### config.mk
export PLATFORM = sky130hd
export DESIGN_NAME = go_back_n_send_window
export DESIGN_NICKNAME = d
export VERILOG_FILES = /design/src/rtl/core/gbn_pkg.sv /design/src/rtl/core/gbn_ctrl.sv /design/src/rtl/core/gbn_dp.sv /design/src/rtl/core/go_back_n_send_window.sv
export SDC_FILE = /design/constraint.sdc
export NUM_CORES = 1
export LEC_CHECK = 0
export BUFFER_PORTS_ARGS = -buffer_cell sky130_fd_sc_hd__buf_4
export CORE_UTILIZATION = 57
export CTS_BUF_LIST = sky130_fd_sc_hd__clkbuf_4 sky130_fd_sc_hd__clkbuf_8 sky130_fd_sc_hd__clkbuf_16
export DETAILED_ROUTE_END_ITERATION = 7
export GPL_ROUTABILITY_DRIVEN = 0
export PLACE_DENSITY_LB_ADDON = 0.3
export SLEW_MARGIN = 20
export SYNTH_ARGS = -nofsm -noshare
export SYNTH_HDL_FRONTEND = slang
export SYNTH_HIERARCHICAL = 1
export SYNTH_SLANG_ARGS = --single-unit
### constraint.sdc
create_clock -name i_clk -period 4.65 [get_ports i_clk]
set_clock_uncertainty 0.2 [all_clocks]
set_input_delay 0.2325 -clock i_clk [delete_from_list [all_inputs] [get_ports i_clk]]
set_output_delay 0.2325 -clock i_clk [all_outputs]
set_load 0.005 [all_outputs]
### src/rtl/core/gbn_pkg.sv
`default_nettype none

package gbn_pkg;

    // sequence space and field widths
    localparam int SEQ_COUNT = 32;
    localparam int SEQ_W     = $clog2(SEQ_COUNT);
    localparam int SEQO_W    = 6;
    localparam int CNT_W     = 9;
    localparam int WIN_W     = 5;
    localparam int ACK_W     = 8;
    localparam int PIDX_W    = 8;
    localparam int OP_W      = 2;
    localparam int CFG_W     = 9;
    localparam int CFG_IDX_W = 1;
    localparam int S_DATA_W  = 8;
    localparam int M_DATA_W  = 24;

    localparam logic [CNT_W-1:0] TOTAL_RESET  = 9'd1;
    localparam logic [WIN_W-1:0] WINDOW_RESET = 5'd4;

    // configuration register indexes
    localparam logic [CFG_IDX_W-1:0] CFG_TOTAL_PACKETS = 1'd0;
    localparam logic [CFG_IDX_W-1:0] CFG_WINDOW_SIZE   = 1'd1;

    typedef enum logic [OP_W-1:0] {
        OP_SEND    = 2'd0,
        OP_ACK     = 2'd1,
        OP_TIMEOUT = 2'd2
    } t_op;

    typedef enum logic {
        ST_IDLE = 1'b0,
        ST_EXEC = 1'b1
    } t_state;

    typedef struct packed {
        logic load_in;
        logic commit;
    } t_cmd;

    typedef struct packed {
        logic out_blocked;
    } t_status;

endpackage

`default_nettype wire

### src/rtl/core/gbn_ctrl.sv
`default_nettype none

module gbn_ctrl import gbn_pkg::*; (
    input  wire     i_clk,
    input  wire     i_rst_n,
    input  wire     i_in_valid,
    output logic    o_in_ready,
    input  t_status i_status,
    output t_cmd    o_cmd
);

    t_state r_state;
    t_state n_state;

    always_ff @(posedge i_clk) begin
        if (!i_rst_n) begin
            r_state <= ST_IDLE;
        end else begin
            r_state <= n_state;
        end
    end

    always_comb begin
        n_state       = r_state;
        o_in_ready    = 1'b0;
        o_cmd.load_in = 1'b0;
        o_cmd.commit  = 1'b0;
        unique case (r_state)
            ST_IDLE: begin
                o_in_ready = 1'b1;
                if (i_in_valid) begin
                    o_cmd.load_in = 1'b1;
                    n_state       = ST_EXEC;
                end
            end
            ST_EXEC: begin
                // wait until the output register can take the result
                if (!i_status.out_blocked) begin
                    o_cmd.commit = 1'b1;
                    n_state      = ST_IDLE;
                end
            end
            default: n_state = ST_IDLE;
        endcase
    end

endmodule

`default_nettype wire

### src/rtl/core/gbn_dp.sv
`default_nettype none

module gbn_dp import gbn_pkg::*; (
    input  wire                   i_clk,
    input  wire                   i_rst_n,
    input  t_cmd                  i_cmd,
    output t_status               o_status,
    input  wire  [OP_W-1:0]       i_op,
    input  wire  [ACK_W-1:0]      i_ack,
    input  wire                   i_cfg_we,
    input  wire  [CFG_IDX_W-1:0]  i_cfg_index,
    input  wire  [CFG_W-1:0]      i_cfg_data,
    output logic                  o_out_valid,
    input  wire                   i_out_ready,
    output logic [M_DATA_W-1:0]   o_out_data
);

    logic [CNT_W-1:0]     r_total;
    logic [WIN_W-1:0]     r_win;
    logic [SEQ_COUNT-1:0] r_free;
    logic [SEQ_W-1:0]     r_next;
    logic [SEQ_W-1:0]     r_base;
    logic [CNT_W-1:0]     r_sent;
    logic                 r_finished;
    logic [OP_W-1:0]      r_op;
    logic [ACK_W-1:0]     r_ack;
    logic                 r_out_valid;
    logic [M_DATA_W-1:0]  r_out_data;

    logic [SEQ_COUNT-1:0] n_free;
    logic [SEQ_W-1:0]     n_next;
    logic [SEQ_W-1:0]     n_base;
    logic [CNT_W-1:0]     n_sent;
    logic                 n_finished;
    logic                 n_ok;
    logic [SEQO_W-1:0]    n_seq;
    logic [PIDX_W-1:0]    n_pidx;
    logic                 n_ignored;

    logic [SEQ_W-1:0]     dist_out;
    logic [SEQ_W-1:0]     ack_idx;
    logic [SEQ_W-1:0]     dist_ack;
    logic [SEQ_W-1:0]     last_idx;
    logic [SEQ_W-1:0]     slot_dist;
    logic [SEQ_COUNT-1:0] ack_mask;
    logic [SEQ_COUNT-1:0] tmo_mask;
    logic                 can_send;
    logic                 ack_ok;

    assign o_status.out_blocked = r_out_valid && !i_out_ready;
    assign o_out_valid          = r_out_valid;
    assign o_out_data           = r_out_data;

    // config registers
    always_ff @(posedge i_clk) begin
        if (!i_rst_n) begin
            r_total <= TOTAL_RESET;
            r_win   <= WINDOW_RESET;
        end else if (i_cfg_we) begin
            unique case (i_cfg_index)
                CFG_TOTAL_PACKETS: r_total <= i_cfg_data;
                CFG_WINDOW_SIZE:   r_win   <= i_cfg_data[WIN_W-1:0];
                default: ;
            endcase
        end
    end

    // input beat holding register
    always_ff @(posedge i_clk) begin
        if (i_cmd.load_in) begin
            r_op  <= i_op;
            r_ack <= i_ack;
        end
    end

    assign dist_out = r_next - r_base;
    assign ack_idx  = SEQ_W'(r_ack - ACK_W'(1));
    assign dist_ack = ack_idx - r_base;
    assign last_idx = SEQ_W'(r_total - CNT_W'(1));
    assign ack_ok   = (r_ack != '0) && ({1'b0, r_ack} <= (ACK_W+1)'(SEQ_COUNT));
    assign can_send = (dist_out < r_win) && r_free[r_next] && (r_sent < r_total);

    // wrapped range masks measured from the window base
    always_comb begin
        slot_dist = '0;
        for (int i = 0; i < SEQ_COUNT; i++) begin
            slot_dist   = SEQ_W'(i) - r_base;
            ack_mask[i] = (slot_dist <= dist_ack);
            tmo_mask[i] = (slot_dist < dist_out);
        end
    end

    always_comb begin
        n_free     = r_free;
        n_next     = r_next;
        n_base     = r_base;
        n_sent     = r_sent;
        n_finished = r_finished;
        n_ok       = 1'b0;
        n_seq      = '0;
        n_pidx     = '0;
        n_ignored  = 1'b0;
        case (r_op)
            OP_SEND: begin
                if (can_send) begin
                    n_ok           = 1'b1;
                    n_seq          = SEQO_W'(r_next) + SEQO_W'(1);
                    n_pidx         = r_sent[PIDX_W-1:0];
                    n_free[r_next] = 1'b0;
                    n_next         = r_next + SEQ_W'(1);
                    n_sent         = r_sent + CNT_W'(1);
                end
            end
            OP_ACK: begin
                if (!ack_ok) begin
                    n_ignored = 1'b1;
                end else begin
                    n_free = r_free | ack_mask;
                    n_base = ack_idx + SEQ_W'(1);
                    if ((r_sent >= r_total) && (ack_idx == last_idx)) begin
                        n_finished = 1'b1;
                    end
                end
            end
            OP_TIMEOUT: begin
                n_free = r_free | tmo_mask;
                n_sent = (r_sent > CNT_W'(dist_out)) ? r_sent - CNT_W'(dist_out) : '0;
                n_next = r_base;
            end
            default: ;
        endcase
    end

    // window state write-back
    always_ff @(posedge i_clk) begin
        if (!i_rst_n) begin
            r_free     <= '1;
            r_next     <= '0;
            r_base     <= '0;
            r_sent     <= '0;
            r_finished <= 1'b0;
        end else if (i_cmd.commit) begin
            r_free     <= n_free;
            r_next     <= n_next;
            r_base     <= n_base;
            r_sent     <= n_sent;
            r_finished <= n_finished;
        end
    end

    // output register
    always_ff @(posedge i_clk) begin
        if (!i_rst_n) begin
            r_out_valid <= 1'b0;
        end else if (i_cmd.commit) begin
            r_out_valid <= 1'b1;
        end else if (i_out_ready) begin
            r_out_valid <= 1'b0;
        end
    end

    always_ff @(posedge i_clk) begin
        if (i_cmd.commit) begin
            r_out_data <= {2'b00, n_ignored, n_finished, n_base, n_pidx, n_seq, n_ok};
        end
    end

endmodule

`default_nettype wire

### src/rtl/core/go_back_n_send_window.sv
`default_nettype none

// go-back-n sender window over a circular space of 32 sequence numbers
//
// input stream: one beat per operation; tuser carries the op (try send, ack,
// timeout), tdata carries the one-based cumulative ack value
// output stream: exactly one result beat per input beat, in order, holding
// the grant (send_ok, seq_out, packet_index), the window base after the
// operation, the sticky all_done flag and the ack_ignored flag
// config port: write total_packets (index 0) or window_size (index 1) with
// i_cfg_we while the block is idle; no read-back
//
// timing: a beat is latched on acceptance; the window state and the output
// register are updated when the controller commits it, once the output can
// take the result; no new beat is taken until the latched one is committed,
// as set by the latch / write-back pair of the two-state controller
// stall: a finished result waits in the output register; the next beat is
// still accepted, and its write-back waits until the waiting result is taken
// reset: synchronous active low; all slots free, base and next sequence at 0,
// no packets sent, total_packets 1, window_size 4, output empty
module go_back_n_send_window import gbn_pkg::*; (
    input  wire                   i_clk,
    input  wire                   i_rst_n,
    input  wire                   i_s_axis_tvalid,
    output logic                  o_s_axis_tready,
    input  wire  [S_DATA_W-1:0]   i_s_axis_tdata,   // ack_value[7:0]
    input  wire  [OP_W-1:0]       i_s_axis_tuser,   // op[1:0]
    output logic                  o_m_axis_tvalid,
    input  wire                   i_m_axis_tready,
    // send_ok[0], seq_out[6:1], packet_index[14:7], window_base[19:15],
    // all_done[20], ack_ignored[21], zero[23:22]
    output logic [M_DATA_W-1:0]   o_m_axis_tdata,
    input  wire                   i_cfg_we,
    input  wire  [CFG_IDX_W-1:0]  i_cfg_index,
    input  wire  [CFG_W-1:0]      i_cfg_data
);

    t_cmd    cmd;
    t_status status;

    // sequencing: latch a beat, then commit once the output can take it
    gbn_ctrl u_ctrl (
        .i_clk      (i_clk),
        .i_rst_n    (i_rst_n),
        .i_in_valid (i_s_axis_tvalid),
        .o_in_ready (o_s_axis_tready),
        .i_status   (status),
        .o_cmd      (cmd)
    );

    // window state, free bitmap, config and output register
    gbn_dp u_dp (
        .i_clk       (i_clk),
        .i_rst_n     (i_rst_n),
        .i_cmd       (cmd),
        .o_status    (status),
        .i_op        (i_s_axis_tuser),
        .i_ack       (i_s_axis_tdata[ACK_W-1:0]),
        .i_cfg_we    (i_cfg_we),
        .i_cfg_index (i_cfg_index),
        .i_cfg_data  (i_cfg_data),
        .o_out_valid (o_m_axis_tvalid),
        .i_out_ready (i_m_axis_tready),
        .o_out_data  (o_m_axis_tdata)
    );

    // one item in flight: no beat is taken right after one was taken
    a_one_in_flight: assert property (@(posedge i_clk) disable iff (!i_rst_n)
        (i_s_axis_tvalid && o_s_axis_tready) |=> !o_s_axis_tready)
        else $error("input accepted while an item is in flight");

    // a commit never overwrites a result that is still waiting
    a_no_overwrite: assert property (@(posedge i_clk) disable iff (!i_rst_n)
        cmd.commit |-> !(o_m_axis_tvalid && !i_m_axis_tready))
        else $error("result overwritten before it was taken");

    // every commit presents a result on the next cycle
    a_commit_shows: assert property (@(posedge i_clk) disable iff (!i_rst_n)
        cmd.commit |=> o_m_axis_tvalid)
        else $error("committed result not presented");

    // a commit only follows a latched beat
    a_commit_after_load: assert property (@(posedge i_clk) disable iff (!i_rst_n)
        cmd.commit |-> !o_s_axis_tready)
        else $error("commit while idle");

endmodule

`default_nettype wire
Word-level counts from Yosys, hierarchy flattened
Index checks and enable logic that the tools add are counted.

Equal/unequal tests: 5. Muxes and demuxes: 28. Bitwise logic cells: 6. Magnitude comparators: 71. $add $sub $neg: 41. Reductions and logical operators: 17.

Operator list (count): 5-bit < comparator (33); 5-bit <= comparator (32); 32-bit one-hot mux with 3 select lines (1); 5-bit subtractor, first input constant (16); 32-bit 2-to-1 mux (2); 32-bit OR (2); 4-bit by 5-bit subtractor with 5-bit output, first input constant (8); 32-bit bitwise AND (1); 32-bit inverter (1); 3-bit by 5-bit subtractor with 5-bit output, first input constant (4); 9-bit 2-to-1 mux (2); 9-bit one-hot mux with 2 select lines (1); 1-bit 2-to-1 mux (15); 5-bit 2-to-1 mux (3); 5-bit by 1-bit adder with 5-bit output, second input constant (2); 5-bit one-hot mux with 2 select lines (1); 1-bit by 5-bit subtractor with 5-bit output, first input constant (2); 2-bit by 5-bit subtractor with 5-bit output, first input constant (2); 5-bit by 1-bit subtractor with 5-bit output, second input constant (2); 5-bit subtractor (2); 9-bit by 1-bit adder with 9-bit output, second input constant (1); 9-bit greater-or-equal comparator (1); 9-bit by 5-bit > comparator with 1-bit output (1); 9-bit < comparator (1); 22 further kinds (32).

Bits of input ports: 25. Register bits after elaboration: 100. Output and inout bits: 26.

Depth between registers and ports, before layout
Depth after elaboration: 8. Gate-level depth with buffers: 17.

Hierarchy
The synthesis kept the hierarchy.

By module, submodules not included: gbn_dp (instances 1, sequential area each 2302.2 um^2, cells an instance 1001, area an instance 8682.1 um^2); gbn_ctrl (instances 1, sequential area each 20.0 um^2, cells an instance 6, area an instance 47.5 um^2).

Worst setup path before layout
Ideal clock, no wire load.

Path kind: flip-flop to flip-flop. Start point: reg u_dp.r_next[0]. End point: reg u_dp.r_sent[5]. Arrival time: 4.215 ns. Slack: 0.165 ns. Setup time: 0.070 ns. Cell stages (with the launch flop): 18. Period minus slack after synthesis: 4.485 ns. Path through: dfxtp_1 clkbuf_1 inv_1 ha_1 inv_1 fa_1 a21o_1 a21oi_1 xnor2_1 inv_1 ha_1 inv_1 nor2_1 o311ai_1 and3_1 a21oi_1 or3_1 a21oi_1.

Longest elaborated chain between the ends: 6.

Ends and longest elaborated chain: start: declaration (line gbn_dp.sv:21) `logic [SEQ_W-1:0] r_next;`; start signal: assignment (line gbn_dp.sv:144) `r_next <= n_next;`; parallel branches: the longest is 6 deep, another holds 9-bit by 5-bit subtractor with 9-bit output; end signal: assignment (line gbn_dp.sv:146) `r_sent <= n_sent;`; end: declaration (line gbn_dp.sv:23) `logic [CNT_W-1:0] r_sent;`.

Several ways; the timed one is not identified. The select of a mux whose other input is x is not followed. A chain may end at the register's enable or synchronous reset.

Final worst setup path
Start point: reg u_dp.r_ack[0]. End point: reg u_dp.r_free[19].

Longest elaborated chain between the ends: 6.

Ends and longest elaborated chain: start: declaration (line gbn_dp.sv:26) `logic [ACK_W-1:0] r_ack;`; start signal: assignment (line gbn_dp.sv:72) `r_ack <= i_ack;`; 5-bit by 1-bit subtractor with 5-bit output (line gbn_dp.sv:77) `assign ack_idx = SEQ_W'(r_ack - ACK_W'(1));`; 5-bit subtractor (line gbn_dp.sv:78) `assign dist_ack = ack_idx - r_base;`; 5-bit <= comparator (line gbn_dp.sv:88) `ack_mask[i] = (slot_dist <= dist_ack);`; 32-bit OR (line gbn_dp.sv:118) `n_free = r_free | ack_mask;`; 32-bit 2-to-1 mux (line gbn_dp.sv:115) `if (!ack_ok) begin`; 32-bit one-hot mux with 3 select lines (line gbn_dp.sv:103) `case (r_op)`; end signal: assignment (line gbn_dp.sv:143) `r_free <= n_free;`; end: declaration (line gbn_dp.sv:20) `logic [SEQ_COUNT-1:0] r_free;`.

Several ways; a longest one is shown, not always the timed one. The select of a mux whose other input is x is not followed.

==> results.cfg <==
[outcome]
status = finished, final reports clean

[global_routing]
grt_pass1_wl_um = 38100
grt_max_degree = 49
grt_pass1_vias = 7314
overflow = 0
grt_usage_pct = 30.4
antenna_found_initial = 0

[clocking]
clk_pin_slew_ns = 0.07
postCtsSetupBuffers = 0
clk_latency_ns = 0.36
cts_buffers = 9
cts_tree = yes
cts_sinks = 100
cts_buffer_depth = 2
clock_tree.root_cell = clkbuf_16
htree_levels = 3
postCtsResizedCells = 0
holdBufCountCts = 25

[sta]
fmax_mhz = 229
hold_viol = 0
max-slew-margin-rel_pct = 27.1
fin_crit_ns = 4.38
post-route-period-util_pct = 94.1
finalMaxSlewViolations = 0
tightest_slew_ns = 1.09
setup_viol = 0
rsz0062_at_grt = false
tns_ns = 0

[cells_and_area]
final_cells = 1264
drive_gt1_share_pct = 10.6
n_antenna_cell = 0
syn_to_final_growth_pct = 13.5
postLayoutCellArea_sq_um = 9910
final_nets = 1244

[synth]
yosysSeqAreaShare_pct = 26.6
synth.distinct_cells = 72
async_flop_share_pct = 0
synth_enable_flop_cells = 32
syn_area_per_cell_sq_um = 8.67
synth_top_area_share_pct = 20.2
synth_area_leaders = ha_1 20%, dfxtp_1 16%, edfxtp_1 11%
ys_ff_latch = 100
netlist_area_sq_um = 8730
ys_warn_count = 6
yosys.area.top_type = ha_1
postSynthCellCount = 1007
synth_ff_type = dfxtp_1

[floorplan]
die_height_um = 126
num_rows = 44
start_util_pct = 59.2
die_area_sq_um = 15800
ios = 51
die_w_um = 126
coreArea_sq_um = 14800

[placed_design]
dpl_cell_area_sq_um = 9370
io_buffers = 48
dp_hpwl_um = 16700
post-place-cells = 1223

[route]
dr.pass1.iters = 5
wl_per_cell_um = 18.5
drt_iter0_drc = 721
vias = 7799
postRouteAntennaNets = 0
routed_via_density = 6.17
drcViolationCount = 0
routed_wl_um = 23400

[worst_setup_path]
worst-path-max-fanout = 12
worstSetupPathType = reg2reg
setup.worst_path.end_class = flop
crit_arrival_ns = 4.40
critPathLaunchType = flop
worstPathRequired_ns = 4.67
r2r_slack_ns = 0.27

[pwr]
p_leak_nw = 4.10
p_per_area_nw_per_um2 = 287
ir_drop_mv = 0.284
power.total_mw = 2.85

[job]
drv_cap = 0

[worst_hold_path]
hold_class = in2reg
-- layout make-up --
cell class                 count  area [sq um]
clock buffer                  10           233
tap                          184           230
inverter                      85           319
fill                        1212          4850
clock inverter                 6          50.0
multi-input combinational    776          5880
timing repair buffer         103           873
sequential                   100          2320
-- cells in the mapped netlist, drive strengths merged (14+ instances only) --
| master | instances |
|---|---|
| ha | 141 |
| inv | 85 |
| a21oi | 83 |
| dfxtp | 68 |
| o21ai | 65 |
| nand2 | 61 |
| nor2 | 59 |
| a211oi | 41 |
| xnor2 | 35 |
| edfxtp | 32 |
| nand3 | 30 |
| clkbuf | 27 |
| a21o | 23 |
| buf | 20 |
| a211o | 19 |
| nor3 | 19 |
| xor2 | 16 |
| nor2b | 15 |
| nand2b | 14 |
-- layer usage --
layer	global-route usage [%]	wire [um]	up-vias	share of wire, %
li1	-	-	3821	-
met1	41.9	11000	3605	47
met2	47.1	10100	320	43
met3	6.29	1700	53	7.3
met4	11.1	648	0	2.8
met5	0	0	-	0
-- stage by stage --
| step | utilization [%] | setup slack (ns) | hold WS, ns |
|---|---|---|---|
| after floorplan | - | 0.165 | 0.131 |
| after global placement | 63.5 | 0.361 | 0.211 |
| after detailed placement | 63.5 | 0.330 | 0.212 |
| after CTS | 67.1 | 0.327 | 0.00589 |
| after global routing | 67.1 | 0.0415 | 0.0172 |
| final | 67.1 | 0.275 | 0.0197 |
-- sequential cells by signal, indices dropped and copies added, names as in the netlist, 5 cells and up --
signal           cells
u_dp/r_ack           8
u_dp/r_total         9
u_dp/r_win           5
u_dp/r_base          5
u_dp/r_sent          9
u_dp/r_next          5
u_dp/o_out_data     22
u_dp/r_free         32
-- cell families (layout without fill, tap and decap cells) --
logic type	Yosys count	after routing	synth area share, %
compound gates	310	310	23.4
simple gates	249	249	14.4
fa+ha+maj	150	150	21.6
buf+inv	132	204	6.16
flops	100	100	26.6
xor+xnor	52	52	5.37
mux	13	13	2.45
other cells	1	2	0.0430
-- cells in the final DEF (no fill, tap or decap), drive strengths merged, types with 7 or more instances in the layout --
cell and n:
nor2 59, a211o 19, clkbuf 10, xnor2 35
xor2 16, buf 78, dlygate4sd3 25, a21o 23
edfxtp 32, dfxtp 68, nand2b 14, a211oi 41
nand2 61, a22oi 7, ha 141, nor2b 15
nor3 19, inv 87, and2 12, nand3 30
o211ai 7, a21oi 83, o21ai 65, o21a 13
-- power breakdown --
| part | internal [mW] | leakage, nW | switching (mW) |
|---|---|---|---|
| clock network | 0.375 | 0.143 | 0.352 |
| logic | 0.476 | 3.10 | 0.700 |
| registers | 0.926 | 0.862 | 0.0169 |
-- worst paths after layout --
check                   from  depth (start not counted)               to
max            u_dp/r_ack[0]                         14  u_dp/r_free[19]
min                  i_rst_n                          2   u_dp/r_sent[2]
min reg2reg  u_dp/r_total[5]                          2  u_dp/r_total[5]
max reg2reg    u_dp/r_ack[0]                         14  u_dp/r_free[19]
-- critical path, cell delays in order, from the launching register on --
cell and delay, ns:
edfxtp_1 0.49, inv_1 0.16, ha_1 0.45, inv_1 0.11, ha_1 0.29, a21o_1 0.18
a21oi_1 0.16, xor2_1 0.43, buf_4 0.30, ha_1 0.27, a22oi_1 0.43, o21ai_0 0.22
a32o_1 0.26, a211oi_1 0.22, a21oi_1 0.06
Power figures use the tool's default switching activity.
